File: src/rtl/pp_pkg.sv
// Shared constants and types for the pinhole point projection pipeline.
// No dependencies.
`default_nettype none
package pp_pkg;
  localparam int FRAC_BITS_DEF = 16;   // Q16.16 default
  localparam int COORD_W       = 32;   // coordinate and coefficient width
  localparam int COEF_PAIR_W   = 64;   // two packed coefficients per register
  localparam int LIMIT_W       = 13;   // image width / height registers
  localparam int SUM_W         = 66;   // exact signed row sum
  localparam int MAG_W         = 65;   // magnitude of a row sum
  localparam int NUM_COEF_REGS = 6;
  localparam int CFG_IDX_W     = 3;

  localparam logic [CFG_IDX_W-1:0] REG_ROW0_C01 = 3'd0;
  localparam logic [CFG_IDX_W-1:0] REG_ROW0_C23 = 3'd1;
  localparam logic [CFG_IDX_W-1:0] REG_ROW1_C01 = 3'd2;
  localparam logic [CFG_IDX_W-1:0] REG_ROW1_C23 = 3'd3;
  localparam logic [CFG_IDX_W-1:0] REG_ROW2_C01 = 3'd4;
  localparam logic [CFG_IDX_W-1:0] REG_ROW2_C23 = 3'd5;
  localparam logic [CFG_IDX_W-1:0] REG_WIDTH    = 3'd6;
  localparam logic [CFG_IDX_W-1:0] REG_HEIGHT   = 3'd7;

  localparam logic [LIMIT_W-1:0] WIDTH_RST  = 13'd640;
  localparam logic [LIMIT_W-1:0] HEIGHT_RST = 13'd480;

  typedef struct packed {
    logic signed [SUM_W-1:0] s0;
    logic signed [SUM_W-1:0] s1;
    logic signed [SUM_W-1:0] s2;
  } rows_t;

  typedef struct packed {
    logic zero;    // third row is zero
    logic neg_u;
    logic neg_v;
    logic ovf_u;   // quotient does not fit the divider width
    logic ovf_v;
  } div_flags_t;
endpackage
`default_nettype wire

File: src/rtl/pp_post.sv
// Output stage: zero-depth clear, sign, saturation, bounds test; holds the result word.
// Depends on pp_pkg.
`default_nettype none
module pp_post #(
  parameter int FRAC_BITS = 16,
  parameter int QW        = 32
) (
  input  wire logic clk,
  input  wire logic rst,
  input  wire logic in_valid,
  output logic      in_ready,
  input  wire logic [QW-1:0] q_u,
  input  wire logic [QW-1:0] q_v,
  input  wire pp_pkg::div_flags_t flags,
  input  wire logic [pp_pkg::LIMIT_W-1:0] width,
  input  wire logic [pp_pkg::LIMIT_W-1:0] height,
  output logic      out_valid,
  input  wire logic out_ready,
  output logic [pp_pkg::COORD_W-1:0] pixel_u,
  output logic [pp_pkg::COORD_W-1:0] pixel_v,
  output logic      in_image,
  output logic      depth_invalid
);
  import pp_pkg::*;
  localparam logic [COORD_W-1:0] POS_MAX = {1'b0, {(COORD_W-1){1'b1}}};
  localparam logic [COORD_W-1:0] NEG_MIN = {1'b1, {(COORD_W-1){1'b0}}};

  logic [COORD_W-1:0] u_next, v_next;
  logic in_u, in_v;

  function automatic logic [COORD_W-1:0] sat(input logic [QW-1:0] q, input logic neg,
                                             input logic ovf);
    logic [COORD_W-1:0] r;
    if (!neg) r = (ovf || q > QW'(POS_MAX)) ? POS_MAX : q[COORD_W-1:0];
    else      r = (ovf || q > QW'(NEG_MIN)) ? NEG_MIN : (~q[COORD_W-1:0] + 1'b1);
    return r;
  endfunction

  assign in_ready = !out_valid || out_ready;

  always_comb begin
    u_next = flags.zero ? '0 : sat(q_u, flags.neg_u, flags.ovf_u);
    v_next = flags.zero ? '0 : sat(q_v, flags.neg_v, flags.ovf_v);
    in_u = !flags.neg_u && !flags.ovf_u && (q_u != '0) && (q_u < (QW'(width) << FRAC_BITS));
    in_v = !flags.neg_v && !flags.ovf_v && (q_v != '0) && (q_v < (QW'(height) << FRAC_BITS));
  end

  always_ff @(posedge clk) begin
    if (rst) out_valid <= 1'b0;
    else if (in_ready) out_valid <= in_valid;
    if (in_ready && in_valid) begin
      pixel_u       <= u_next;
      pixel_v       <= v_next;
      in_image      <= !flags.zero && in_u && in_v;
      depth_invalid <= flags.zero;
    end
  end
endmodule
`default_nettype wire
File: config.mk
export PLATFORM = sky130hd
export DESIGN_NAME = pp_post
export DESIGN_NICKNAME = d
export VERILOG_FILES = /design/src/rtl/pp_pkg.sv /design/src/rtl/pp_post.sv
export SDC_FILE = /design/constraint.sdc
export NUM_CORES = 1
export LEC_CHECK = 0
export BUFFER_PORTS_ARGS = -buffer_cell sky130_fd_sc_hd__buf_2
export CORE_MARGIN = 3
export CORE_UTILIZATION = 45
export CTS_CLUSTER_DIAMETER = 80
export DETAILED_ROUTE_END_ITERATION = 7
export PLACE_DENSITY = 0.72
export SETUP_SLACK_MARGIN = 0.1
export SLEW_MARGIN = 5
export SYNTH_ARGS = -nofsm -noshare
export SYNTH_HDL_FRONTEND = slang
export SYNTH_SLANG_ARGS = --single-unit
File: constraint.sdc
create_clock -name clk -period 4.52 [get_ports clk]
set_input_delay 0.226 -clock clk [delete_from_list [all_inputs] [get_ports clk]]
set_output_delay 0.226 -clock clk [all_outputs]
set_load 0.01 [all_outputs]
## Word-level counts from Yosys, hierarchy flattened

Cells that the tools add are included.

- Bits in registers: 67
- Latch bits: 0
- Memory bits (writable): 0
- ROM bits: 0
- Bits of input ports: 99
- Output and inout port bits: 68
- Word-level logic and storage cells: 43
- Memories kept: 0

- $add $sub $neg: 2
- Multiply operators: 0
- Divide/modulo/power cells: 0
- $lt $le $gt $ge: 6
- Eq/ne operators: 0
- Shifts and indexed selects: 0
- Mux-type cells: 6
- Bitwise gates (word level): 2
- Reduce and logical (&&, ||, !) cells: 22

Operators with widths:

| cell | number |
|---|---|
| $mux 32 | 6 |
| $add 32x1->32 const B | 2 |
| $gt 32x31->1 const B | 2 |
| $gt 32x32->1 const B | 2 |
| $lt 32x29->1 | 2 |
| $not 32->32 | 2 |
| $reduce_bool 32->1 | 2 |
| $logic_and 1x1->1 | 9 |
| $logic_not 1->1 | 6 |
| $logic_or 1x1->1 | 5 |

## Longest topological paths before layout

- Depth in word-level cells: 6
- Gate-level depth with buffers: 10
- Gate-level depth less buffers: 8

## Least setup slack after synthesis

OpenSTA, ideal clock, no wires.

- Path kind: register to register
- Start point: register out_valid
- End point: register depth_invalid (enable)
- Setup time: 0.431 ns
- Data arrival time: 2.072 ns
- Required time: 4.089 ns
- Path slack: 2.017 ns
- Cell stages (with the launch flop): 3
- Path buffers: 0
- Period minus slack after synthesis: 2.503 ns
- Cells stage by stage: dfxtp_1 nand2b_1 and2_1

- Longest elaborated chain between the ends: 3

RTL lines:

| element | line | RTL |
|---|---|---|
| start: declaration | pp_post.sv:17 | `output logic out_valid,` |
| start signal: assignment | pp_post.sv:50 | `else if (in_ready) out_valid <= in_valid;` |
| $logic_not 1->1 | pp_post.sv:39 | `assign in_ready = !out_valid \|\| out_ready;` |
| $logic_or 1x1->1 | pp_post.sv:39 |  |
| via in_ready | pp_post.sv:11 | `output logic in_ready,` |
| $logic_and 1x1->1 | pp_post.sv:51 | `if (in_ready && in_valid) begin` |
| end signal: assignment | pp_post.sv:55 | `depth_invalid <= flags.zero;` |
| end: declaration | pp_post.sv:22 | `output logic depth_invalid` |

The timed path passes the listed nets, and every way through them passes these cells.
A chain may end at the register's enable or synchronous reset.

## Final worst setup path

- Start point: input q_v[11]
- End point: register pixel_v[8] (netlist name), data pin

- Longest elaborated chain between the ends: 4
- Elaborated cells between the ends (all ways): 7
- Classes of those cells: 2 x order compare; 3 x mux; 2 x reduce/logical

RTL lines:

| element | line | RTL |
|---|---|---|
| start: declaration | pp_post.sv:13 | `input wire logic [QW-1:0] q_v,` |
| $gt 32x31->1 / $gt 32x32->1 (equally long branches) | pp_post.sv:34, pp_post.sv:35 |  |
| $logic_or 1x1->1, on equally long branches | pp_post.sv:34, pp_post.sv:35 |  |
| $mux 32, on equally long branches | pp_post.sv:34, pp_post.sv:35 |  |
| $mux 32 * | pp_post.sv:34 | `if (!neg) r = (ovf \|\| q > QW'(POS_MAX)) ? POS_MAX : q[COORD_W-1:0];` |
| end signal: assignment | pp_post.sv:53 | `pixel_v <= v_next;` |
| end: declaration | pp_post.sv:20 | `output logic [pp_pkg::COORD_W-1:0] pixel_v,` |

Mark *: on every way between the ends. The rest lies on a longest branch, timed or not.

==> impl_metrics.toml <==
[power_and_ir_drop]
ir_drop_mv = 0.130
power_density_nw_per_um2 = 252
power_leakage_nw = 2.46

[layout]
syn_to_final_growth_pct = 21.5
final_cell_mix = "166 x buf_2, 69 x nor2_1, 66 x edfxtp_1, 52 x a21oi_1, 47 x nand2_1"
antenna_cells = 0
stdcell_count = 869
nFillCells = 969
fin_nets = 855
final_common_cell = "buf_2"
drive_above_1_share_pct = 26.9

[global_route]
gr-total-overflow = 0
grt_usage_pct = 23.5
antenna_found_initial = 0
grt_max_degree = 50
grt_pass1_wl_mm = 23.8
grt_pass1_vias = 4795

[sta]
setup_tns_ns = 0
period_needed_ns = 2.91
finClkSkew_ns = 0.0101
drv_slew = 0
rsz0062_at_grt = "false"
fmax_mhz = 343
setup_viol = 0
finalCritPeriodShare_pct = 64.5
worst_slew_pin_slew_ns = 1.05
relSlewSlack_pct = 29.2
final_hold_viol_count = 0

[logic_synthesis]
yosys_register_bits = 67
synth_area_per_cell_sq_um = 8.53
synth_cells = 579
ys_async_sr_fraction_pct = 0
syn_nets = 704
synth-main-ff-cell = "edfxtp_1"
synthTopCellsByArea = "edfxtp_1 40%, ha_1 6.6%, a21oi_1 5.3%"
yosysTopAreaCellShare_pct = 40.1
synth_area_sq_um = 4940
synth_warnings = 0
synth_edf_count = 66
seq_area_frac_synth_pct = 40.5
ys_types = 55
synth_top_area_cell = "edfxtp_1"

[cts]
insertion_delay_ns = 0.35
root_buffer = "clkbuf_8"
cts_tree = "yes"
clock_sinks = 67
postCtsSetupBuffers = 0
cts_buffers = 9
htreeDepth = 3
cts.repair.resized = 0
cts_hold_buf = 1
cts_max_path_buffers = 2
path_clk_slew_ns = 0.07

[floorplan]
initial_utilization_pct = 47.0
die-area_sq_um = 12300
die_height_um = 111
die_w_um = 111
core_sq_um = 10500
num_rows = 37
io_pins = 167

[setup_path]
end_kind = "register"
cp.arrival_ns = 3.07
critPathMaxFanout = 20
crit_required_ns = 4.67
cp-start-kind = "primary input"
path_class = "primary input to register"

[placement]
port_buffers = 166
gp_congestion = 0.910
dp_cells = 854
dp_hpwl_mm = 11.0

[run]
cap_violations = 0

[route]
drt_iter0_drc = 504
wl_per_cell_um = 17.1
first_pass_iters = 7
wl_mm = 14.9
num_vias = 5227
drc_errors = 0
viasPerCell = 6.01
drtAntennaViolNets = 0

[run_status]
outcome = "finished clean"

[worst_hold_path]
hold_path.class = "primary input to register"
==> worst paths after layout <==
kind	startpoint	to	slack, ns	cells past startpoint
worst max-delay path	q_v[11]	pixel_v[8]$_SDFFCE_PP0P_	1.61	8
worst min-delay path	in_valid	out_valid$_SDFFE_PP0N_	0.10	3
worst max register to register	out_valid$_SDFFE_PP0N_	pixel_u[1]$_SDFFCE_PP0P_	2.46	3
worst min register to register	out_valid$_SDFFE_PP0N_	out_valid$_SDFFE_PP0N_	0.52	2
==> stage by stage <==
step                setup slack (ns)  util [%]  power [mW]  cell area [sq um]  hold slack, ns
floorplan                       2.02         -       0.943               4940           0.295
global placement                1.42      55.6        1.09               5840           0.380
detailed placement              1.25      55.6        1.10               5840           0.386
CTS                             1.63      57.1        1.52               6000          0.0850
global route                    1.41      57.1        1.59               6000           0.106
finish                          1.61      57.1        1.51               6000           0.100
==> sequential cells by signal, indices dropped and copies added (netlist names) <==
| name | cells |
|---|---|
| pixel_v | 32 |
| out_valid | 1 |
| depth_invalid | 1 |
| pixel_u | 32 |
| in_image | 1 |
==> per-layer routing <==
metal / vias up / wire length [um] / global-route usage [%]
met4: 0 / 257 / 7.96
met5: - / 0 / 0
met3: 18 / 1100 / 3.88
met1: 2440 / 6650 / 33.1
met2: 252 / 6880 / 36.8
li1: 2517 / - / -
==> layout make-up <==
| cell class | count | area (sq um) | share of cell area [%] |
|---|---|---|---|
| multi-input cells | 443 | 2660 | 44.3 |
| flip-flops and latches | 67 | 2000 | 33.4 |
| repair buffers | 174 | 893 | 14.9 |
| well taps | 136 | 170 | 2.84 |
| inverters | 35 | 131 | 2.19 |
| clock buffers | 10 | 128 | 2.13 |
| clock inverters | 4 | 20.0 | 0.334 |
==> worst max-delay path: stages <==
cell       delay (ns)
buf_2            0.12
or4_1            0.55
or4_1            0.69
nor4_4           0.33
o2bb2ai_1        0.40
o21bai_1         0.16
buf_4            0.25
a311oi_1         0.32
==> synthesized netlist by cell type, types with 7 or more instances <==
cell and n:
nor2_1 69, edfxtp_1 66, a21oi_1 52, nand2_1 47, nor3_1 40, inv_1 34, ha_1 26, clkbuf_1 25
o21ai_0 23, a31oi_1 19, nand3_1 19, a311oi_1 17, o22ai_1 14, or3_1 14, a211oi_1 12, nor4_1 9
or4_1 9, nand2b_1 7, nand4_1 7
==> where the power goes <==
part           switching, mW  internal, mW  leakage (nW)
Clock                  0.230         0.189        0.0815
Combinational          0.212         0.129          1.72
Sequential            0.0126         0.737         0.667
Total                  0.455          1.06          2.46
==> logic make-up after synthesis <==
logic type	Yosys count	share of synthesized area, %
multiplexers	1	0.228
AO/OA/AOI/OAI	167	21.4
XOR/XNOR	1	0.177
flip-flops	67	40.5
AND/OR/NAND/NOR	248	25.4
adder cells (fa/ha/maj)	26	6.59
buffers and inverters	69	5.70
Note: power is estimated with default switching activity, not from simulation.
