<file path="config.mk">
export PLATFORM = sky130hd
export DESIGN_NAME = pp_prep
export DESIGN_NICKNAME = d
export VERILOG_FILES = /design/src/rtl/pp_pkg.sv /design/src/rtl/pp_prep.sv
export SDC_FILE = /design/constraint.sdc
export NUM_CORES = 1
export LEC_CHECK = 0
export ABC_AREA = 0
export ABC_CLOCK_PERIOD_IN_PS = 14600
export BUFFER_PORTS_ARGS = -buffer_cell sky130_fd_sc_hd__buf_4
export CORE_UTILIZATION = 30
export CTS_CLUSTER_DIAMETER = 60
export DETAILED_ROUTE_END_ITERATION = 10
export GPL_ROUTABILITY_DRIVEN = 0
export PLACE_DENSITY = 0.56
export SETUP_SLACK_MARGIN = 0.4
export SLEW_MARGIN = 20
export SYNTH_ARGS = -nofsm -noshare
export SYNTH_HDL_FRONTEND = slang
export SYNTH_SLANG_ARGS = --single-unit
</file>
<file path="constraint.sdc">
create_clock -name clk -period 14.6 [get_ports clk]
set_clock_uncertainty 0.1 [all_clocks]
set_input_delay 3.65 -clock clk [delete_from_list [all_inputs] [get_ports clk]]
set_output_delay 3.65 -clock clk [all_outputs]
set_load 0.05 [all_outputs]
</file>
<file path="src/rtl/pp_pkg.sv">
// Shared constants and types for the pinhole point projection pipeline.
// No dependencies.
`default_nettype none
package pp_pkg;
  localparam int FRAC_BITS_DEF = 16;   // Q16.16 default
  localparam int COORD_W       = 32;   // coordinate and coefficient width
  localparam int COEF_PAIR_W   = 64;   // two packed coefficients per register
  localparam int LIMIT_W       = 13;   // image width / height registers
  localparam int SUM_W         = 66;   // exact signed row sum
  localparam int MAG_W         = 65;   // magnitude of a row sum
  localparam int NUM_COEF_REGS = 6;
  localparam int CFG_IDX_W     = 3;

  localparam logic [CFG_IDX_W-1:0] REG_ROW0_C01 = 3'd0;
  localparam logic [CFG_IDX_W-1:0] REG_ROW0_C23 = 3'd1;
  localparam logic [CFG_IDX_W-1:0] REG_ROW1_C01 = 3'd2;
  localparam logic [CFG_IDX_W-1:0] REG_ROW1_C23 = 3'd3;
  localparam logic [CFG_IDX_W-1:0] REG_ROW2_C01 = 3'd4;
  localparam logic [CFG_IDX_W-1:0] REG_ROW2_C23 = 3'd5;
  localparam logic [CFG_IDX_W-1:0] REG_WIDTH    = 3'd6;
  localparam logic [CFG_IDX_W-1:0] REG_HEIGHT   = 3'd7;

  localparam logic [LIMIT_W-1:0] WIDTH_RST  = 13'd640;
  localparam logic [LIMIT_W-1:0] HEIGHT_RST = 13'd480;

  typedef struct packed {
    logic signed [SUM_W-1:0] s0;
    logic signed [SUM_W-1:0] s1;
    logic signed [SUM_W-1:0] s2;
  } rows_t;

  typedef struct packed {
    logic zero;    // third row is zero
    logic neg_u;
    logic neg_v;
    logic ovf_u;   // quotient does not fit the divider width
    logic ovf_v;
  } div_flags_t;
endpackage
`default_nettype wire

</file>
<file path="src/rtl/pp_prep.sv">
// Divider set-up: magnitudes and signs, then overflow test and start remainder.
// Depends on pp_pkg.
`default_nettype none
module pp_prep #(
  parameter int FRAC_BITS = 16,
  parameter int QW        = 32
) (
  input  wire logic clk,
  input  wire logic rst,
  input  wire logic in_valid,
  output logic      in_ready,
  input  wire pp_pkg::rows_t rows,
  output logic      out_valid,
  input  wire logic out_ready,
  output logic [pp_pkg::MAG_W-1:0] rem_u,
  output logic [pp_pkg::MAG_W-1:0] rem_v,
  output logic [QW-1:0]            q_u,
  output logic [QW-1:0]            q_v,
  output logic [pp_pkg::MAG_W-1:0] den,
  output pp_pkg::div_flags_t       flags
);
  import pp_pkg::*;
  localparam int NW = MAG_W + FRAC_BITS;

  logic av, rdy_a, rdy_b;
  logic [MAG_W-1:0] mag0, mag1, mag2;
  logic neg0, neg1, neg2, zero2;
  logic [SUM_W-1:0] a0, a1, a2;
  logic [NW-1:0] num_u, num_v;
  logic ovf_u_next, ovf_v_next;

  assign rdy_b    = !out_valid || out_ready;
  assign rdy_a    = !av || rdy_b;
  assign in_ready = rdy_a;

  always_comb begin
    a0 = rows.s0[SUM_W-1] ? (~rows.s0 + 1'b1) : rows.s0;
    a1 = rows.s1[SUM_W-1] ? (~rows.s1 + 1'b1) : rows.s1;
    a2 = rows.s2[SUM_W-1] ? (~rows.s2 + 1'b1) : rows.s2;
    num_u = NW'(mag0) << FRAC_BITS;
    num_v = NW'(mag1) << FRAC_BITS;
    ovf_u_next = MAG_W'(num_u >> QW) >= mag2;
    ovf_v_next = MAG_W'(num_v >> QW) >= mag2;
  end

  always_ff @(posedge clk) begin
    if (rst) begin
      av        <= 1'b0;
      out_valid <= 1'b0;
    end else begin
      if (rdy_a) av <= in_valid;
      if (rdy_b) out_valid <= av;
    end
    if (rdy_a && in_valid) begin
      mag0  <= a0[MAG_W-1:0];
      mag1  <= a1[MAG_W-1:0];
      mag2  <= a2[MAG_W-1:0];
      neg0  <= rows.s0[SUM_W-1];
      neg1  <= rows.s1[SUM_W-1];
      neg2  <= rows.s2[SUM_W-1];
      zero2 <= (rows.s2 == '0);
    end
    if (rdy_b && av) begin
      rem_u       <= MAG_W'(num_u >> QW);
      rem_v       <= MAG_W'(num_v >> QW);
      q_u         <= num_u[QW-1:0];
      q_v         <= num_v[QW-1:0];
      den         <= mag2;
      flags.zero  <= zero2;
      flags.neg_u <= neg0 ^ neg2;
      flags.neg_v <= neg1 ^ neg2;
      flags.ovf_u <= ovf_u_next;
      flags.ovf_v <= ovf_v_next;
    end
  end
endmodule
`default_nettype wire

</file>
**Yosys cells after proc, flatten, opt, wreduce, memory -nomap -nowiden**

Cells that the tools add are included.

- Register bits after elaboration: 401
- Bits of input ports: 202
- Word-level logic and storage cells: 39

- Add/sub/neg operators: 3
- Magnitude comparators: 2
- Multiplexer cells: 3
- Bitwise logic cells: 5
- Reduce and logical (&&, ||, !) cells: 7

Operators by type and width:

| operator | count |
|---|---|
| 65-bit by 1-bit adder with 65-bit output, second input constant | 3 |
| 65-bit two-way mux | 3 |
| 65-bit NOT | 3 |
| 49-bit by 65-bit >= comparator with 1-bit output | 2 |
| 66-bit logical NOT | 1 |
| 1-bit logical AND | 2 |
| 1-bit logical NOT | 2 |
| 1-bit logical OR | 2 |
| 1-bit bitwise XOR | 2 |

**Longest topological paths before layout**

- Depth after elaboration: 4
- Gate-level depth with buffers: 8
- Gate-level depth less buffers: 8

**Worst setup path before layout**

Ideal clock, no wire load.

- Path kind: input port to flip-flop
- From: input port out_ready
- To: register den[0] (netlist bit), enable pin
- Setup time: 788 ps
- Data arrival time: 12,553 ps
- Slack: 1,160 ps
- Cell stages on the path: 2
- Path buffers: 0
- Cell sequence: nor2b_1 > nor2b_1

- Word-level cells in the longest chain between the ends: 2

RTL lines:

| element | RTL line | RTL |
|---|---|---|
| from (decl) | pp_prep.sv:14 | `input wire logic out_ready,` |
| 1-bit logical OR | pp_prep.sv:32 | `assign rdy_b = !out_valid \|\| out_ready;` |
| 1-bit logical AND | pp_prep.sv:63 | `if (rdy_b && av) begin` |
| to (signal assigned) | pp_prep.sv:68 | `den <= mag2;` |
| to (decl) | pp_prep.sv:19 | `output logic [pp_pkg::MAG_W-1:0] den,` |

Every way passes these cells.
A chain may end at the register's enable or synchronous reset.

**Worst setup path after layout**

- From: input port out_ready
- To: output port in_ready

- Word-level cells in the longest chain between the ends: 2

RTL lines:

| element | RTL line | RTL |
|---|---|---|
| 1-bit logical OR | pp_prep.sv:32 |  |
| 1-bit logical OR | pp_prep.sv:33 | `assign rdy_a = !av \|\| rdy_b;` |
| to (decl) | pp_prep.sv:11 | `output logic in_ready,` |

Every way passes these cells.

==> results_dict.tcl <==
set metrics [dict create \
    status "complete, no violations" \
    ys_ff_latch 401 \
    final_common_cell "buf_4" \
    cts_tree "done" \
    ys_seq_area_frac 0.633 \
    ys_types 57 \
    rsz0062_at_grt "false" \
    final-setup-viol-count 0 \
    synth_async_sr_flop_share 0 \
    postRouteAntennaNets 0 \
    critPathArrivalTime_ns 4.40 \
    post_cts_buffers 0 \
    wl_um 56900 \
    synthAdderAreaFrac 0.0666 \
    antenna_found_initial 2 \
    period_share 0.558 \
    synthToLayoutAreaGrowth_pct 29.4 \
    cp.required_ns 10.85 \
    synthCells 1375 \
    overflow 0 \
    synthMuxAreaShare 0 \
    synth_top_flop_cell "edfxtp_1" \
    path_clk_slew_ns 0.05 \
    syn_area_per_cell_um2 13.8 \
    cts.sink_count 401 \
    fin_tns_setup_ns 0 \
    p_per_area_mw_per_mm2 131 \
    nets 2113 \
    drive_gt1_frac 0.275 \
    setup.worst_path.start_class "input port" \
    slew_viol_final 0 \
    clock.fmax_ghz 0.123 \
    holdWs_ns 0.317 \
    synth_top_family_by_area "XOR/XNOR gates" \
    dp_hpwl_um 44200 \
    cts_buffers 49 \
    synth_top_area_frac 0.631 \
    htreeDepth 2 \
    yosysTopAreaCell "edfxtp_1" \
    start_util 0.306 \
    cts_buffer_depth 3 \
    ios 468 \
    end_kind "primary output" \
    dieArea_mm2 0.0643 \
    synth.area.top_cells "edfxtp_1, xnor2_1, ha_1" \
    synth-edff-count 399 \
    critical_path_class "in -> out" \
    most-common-layout-cells "buf_4, edfxtp_1, xnor2_1" \
    fp.dieH_um 254 \
    critical_path.max_fanout 4 \
    peakVddDrop_v 0.0000921 \
    core_area_mm2 0.0621 \
    grt_start_max_net_pins 141 \
    route.detailed.vias_per_inst 4.72 \
    hold_path.class "reg -> reg" \
    worstSkewPairLatency_ns 0.58 \
    first_pass_iters 5 \
    hold_viol 0 \
    avgRoutedWirePerCell_um 21.2 \
    grt_pass1_wl_um 80300 \
    synth-compound-area-share 0.0841 \
    io_buffers 403 \
    fp.dieW_um 254 \
    hold_buffers 0 \
    cap_violations 0 \
    cts_resized 0 \
    route.vias.total 12700 \
    post_synth_and_or_nand_nor_area_fraction 0.0850 \
    tightest_slew_ns 1.04 \
    post-route-min-period_ns 8.15 \
    route.detailed.drc 0 \
    grt_pass1_vias 12600 \
    leakagePower_nw 9.18 \
    syn-cell-area_mm2 0.0190 \
    drtIter0Drc 645 \
    ys_warn_count 0 \
    cts_root_buf "clkbuf_16" \
    rows 91 \
    slew_headroom 0.305 \
    grt.total_usage 0.173 \
    synthXorXnorAreaFrac 0.0881 \
]
-- critical path, cell delays in order --
cell	delay, ns
buf_4	0.11
nor2b_1	0.30
nand2_1	0.13
buf_4	0.21
-- worst paths after layout --
kind	from	to	slack [ns]	depth (start not counted)
max	out_ready	in_ready	6.45	4
min	mag0[0]	q_u[16]	0.32	0
max reg2reg	mag2[0]	flags[1]	11.21	7
min reg2reg	mag0[0]	q_u[16]	0.32	0
-- through the flow --
| stage | power, mW | instances | setup slack (ns) | area (um^2) | utilization |
|---|---|---|---|---|---|
| global route | 3.34 | 2688 | 6.39 | 24600 | 0.396 |
| floorplan | 1.74 | 1438 | 1.16 | 19200 | - |
| global placement | 1.89 | 2596 | 6.44 | 22800 | 0.367 |
| CTS | 3.26 | 2688 | 6.43 | 24600 | 0.396 |
| finish | 3.21 | 2689 | 6.45 | 24600 | 0.396 |
| detailed placement | 1.90 | 2596 | 6.44 | 22800 | 0.367 |
-- cells by family (layout without fill, tap and decap cells) --
kind of cell,after synthesis,in the layout
flip-flops,401,401
AND/OR/NAND/NOR,295,295
AO/OA/AOI/OAI,237,237
XOR/XNOR,191,191
buffers and inverters,149,562
adder cells (fa/ha/maj),101,101
other,1,65
-- sequential cells by signal, indices dropped and copies added, names as in the netlist --
name / count
den: 65
mag0: 65
mag1: 65
mag2: 65
rem_u: 49
rem_v: 49
q_u: 16
q_v: 16
flags: 5
av: 1
neg0: 1
neg1: 1
neg2: 1
out_valid: 1
zero2: 1
-- metal layers --
metal / share of wire / vias up / track usage
li1: - / 6006 / -
met1: 0.38 / 6121 / 0.197
met2: 0.51 / 467 / 0.308
met3: 0.082 / 85 / 0.0495
met4: 0.031 / 4 / 0.0585
met5: 0.00047 / - / 0
-- cell type report --
type	count	area, um^2
fill	5914	37500
multi-input combinational	888	6400
clock inverter	37	493
antenna	1	2.50
sequential	401	12000
clock buffer	55	1290
tap	837	1050
inverter	60	225
timing repair buffer	410	3090
-- Yosys cell counts, types with 2 or more instances --
| cell type | n |
|---|---|
| edfxtp_1 | 399 |
| xnor2_1 | 186 |
| ha_1 | 101 |
| nand2_1 | 82 |
| o21ai_0 | 73 |
| buf_4 | 64 |
| inv_1 | 60 |
| o31ai_1 | 60 |
| o41ai_1 | 33 |
| a21oi_1 | 32 |
| nor2_1 | 29 |
| or4_1 | 29 |
| nor3_1 | 26 |
| or3_1 | 25 |
| nand4_1 | 24 |
| clkbuf_1 | 21 |
| nor4_1 | 18 |
| a21o_1 | 13 |
| nand3_1 | 13 |
| nand2b_1 | 12 |
| or2_2 | 11 |
| nor2b_1 | 6 |
| xor2_1 | 5 |
| a211oi_1 | 4 |
| o211ai_1 | 4 |
| nand3b_1 | 3 |
| nand4b_1 | 3 |
| o21ai_1 | 3 |
| a22oi_1 | 2 |
| a31oi_1 | 2 |
| and2_1 | 2 |
| buf_1 | 2 |
| dfxtp_1 | 2 |
| o31ai_2 | 2 |
| or4b_2 | 2 |
-- power by group --
part / internal [mW] / switching (mW) / total (mW) / leakage (nW)
logic: 0.155 / 0.302 / 0.457 / 4.49
clock network: 0.835 / 0.504 / 1.34 / 0.857
registers: 1.37 / 0.0449 / 1.42 / 3.83
total: 2.36 / 0.851 / 3.21 / 9.18
(Power assumes the default switching activity.)
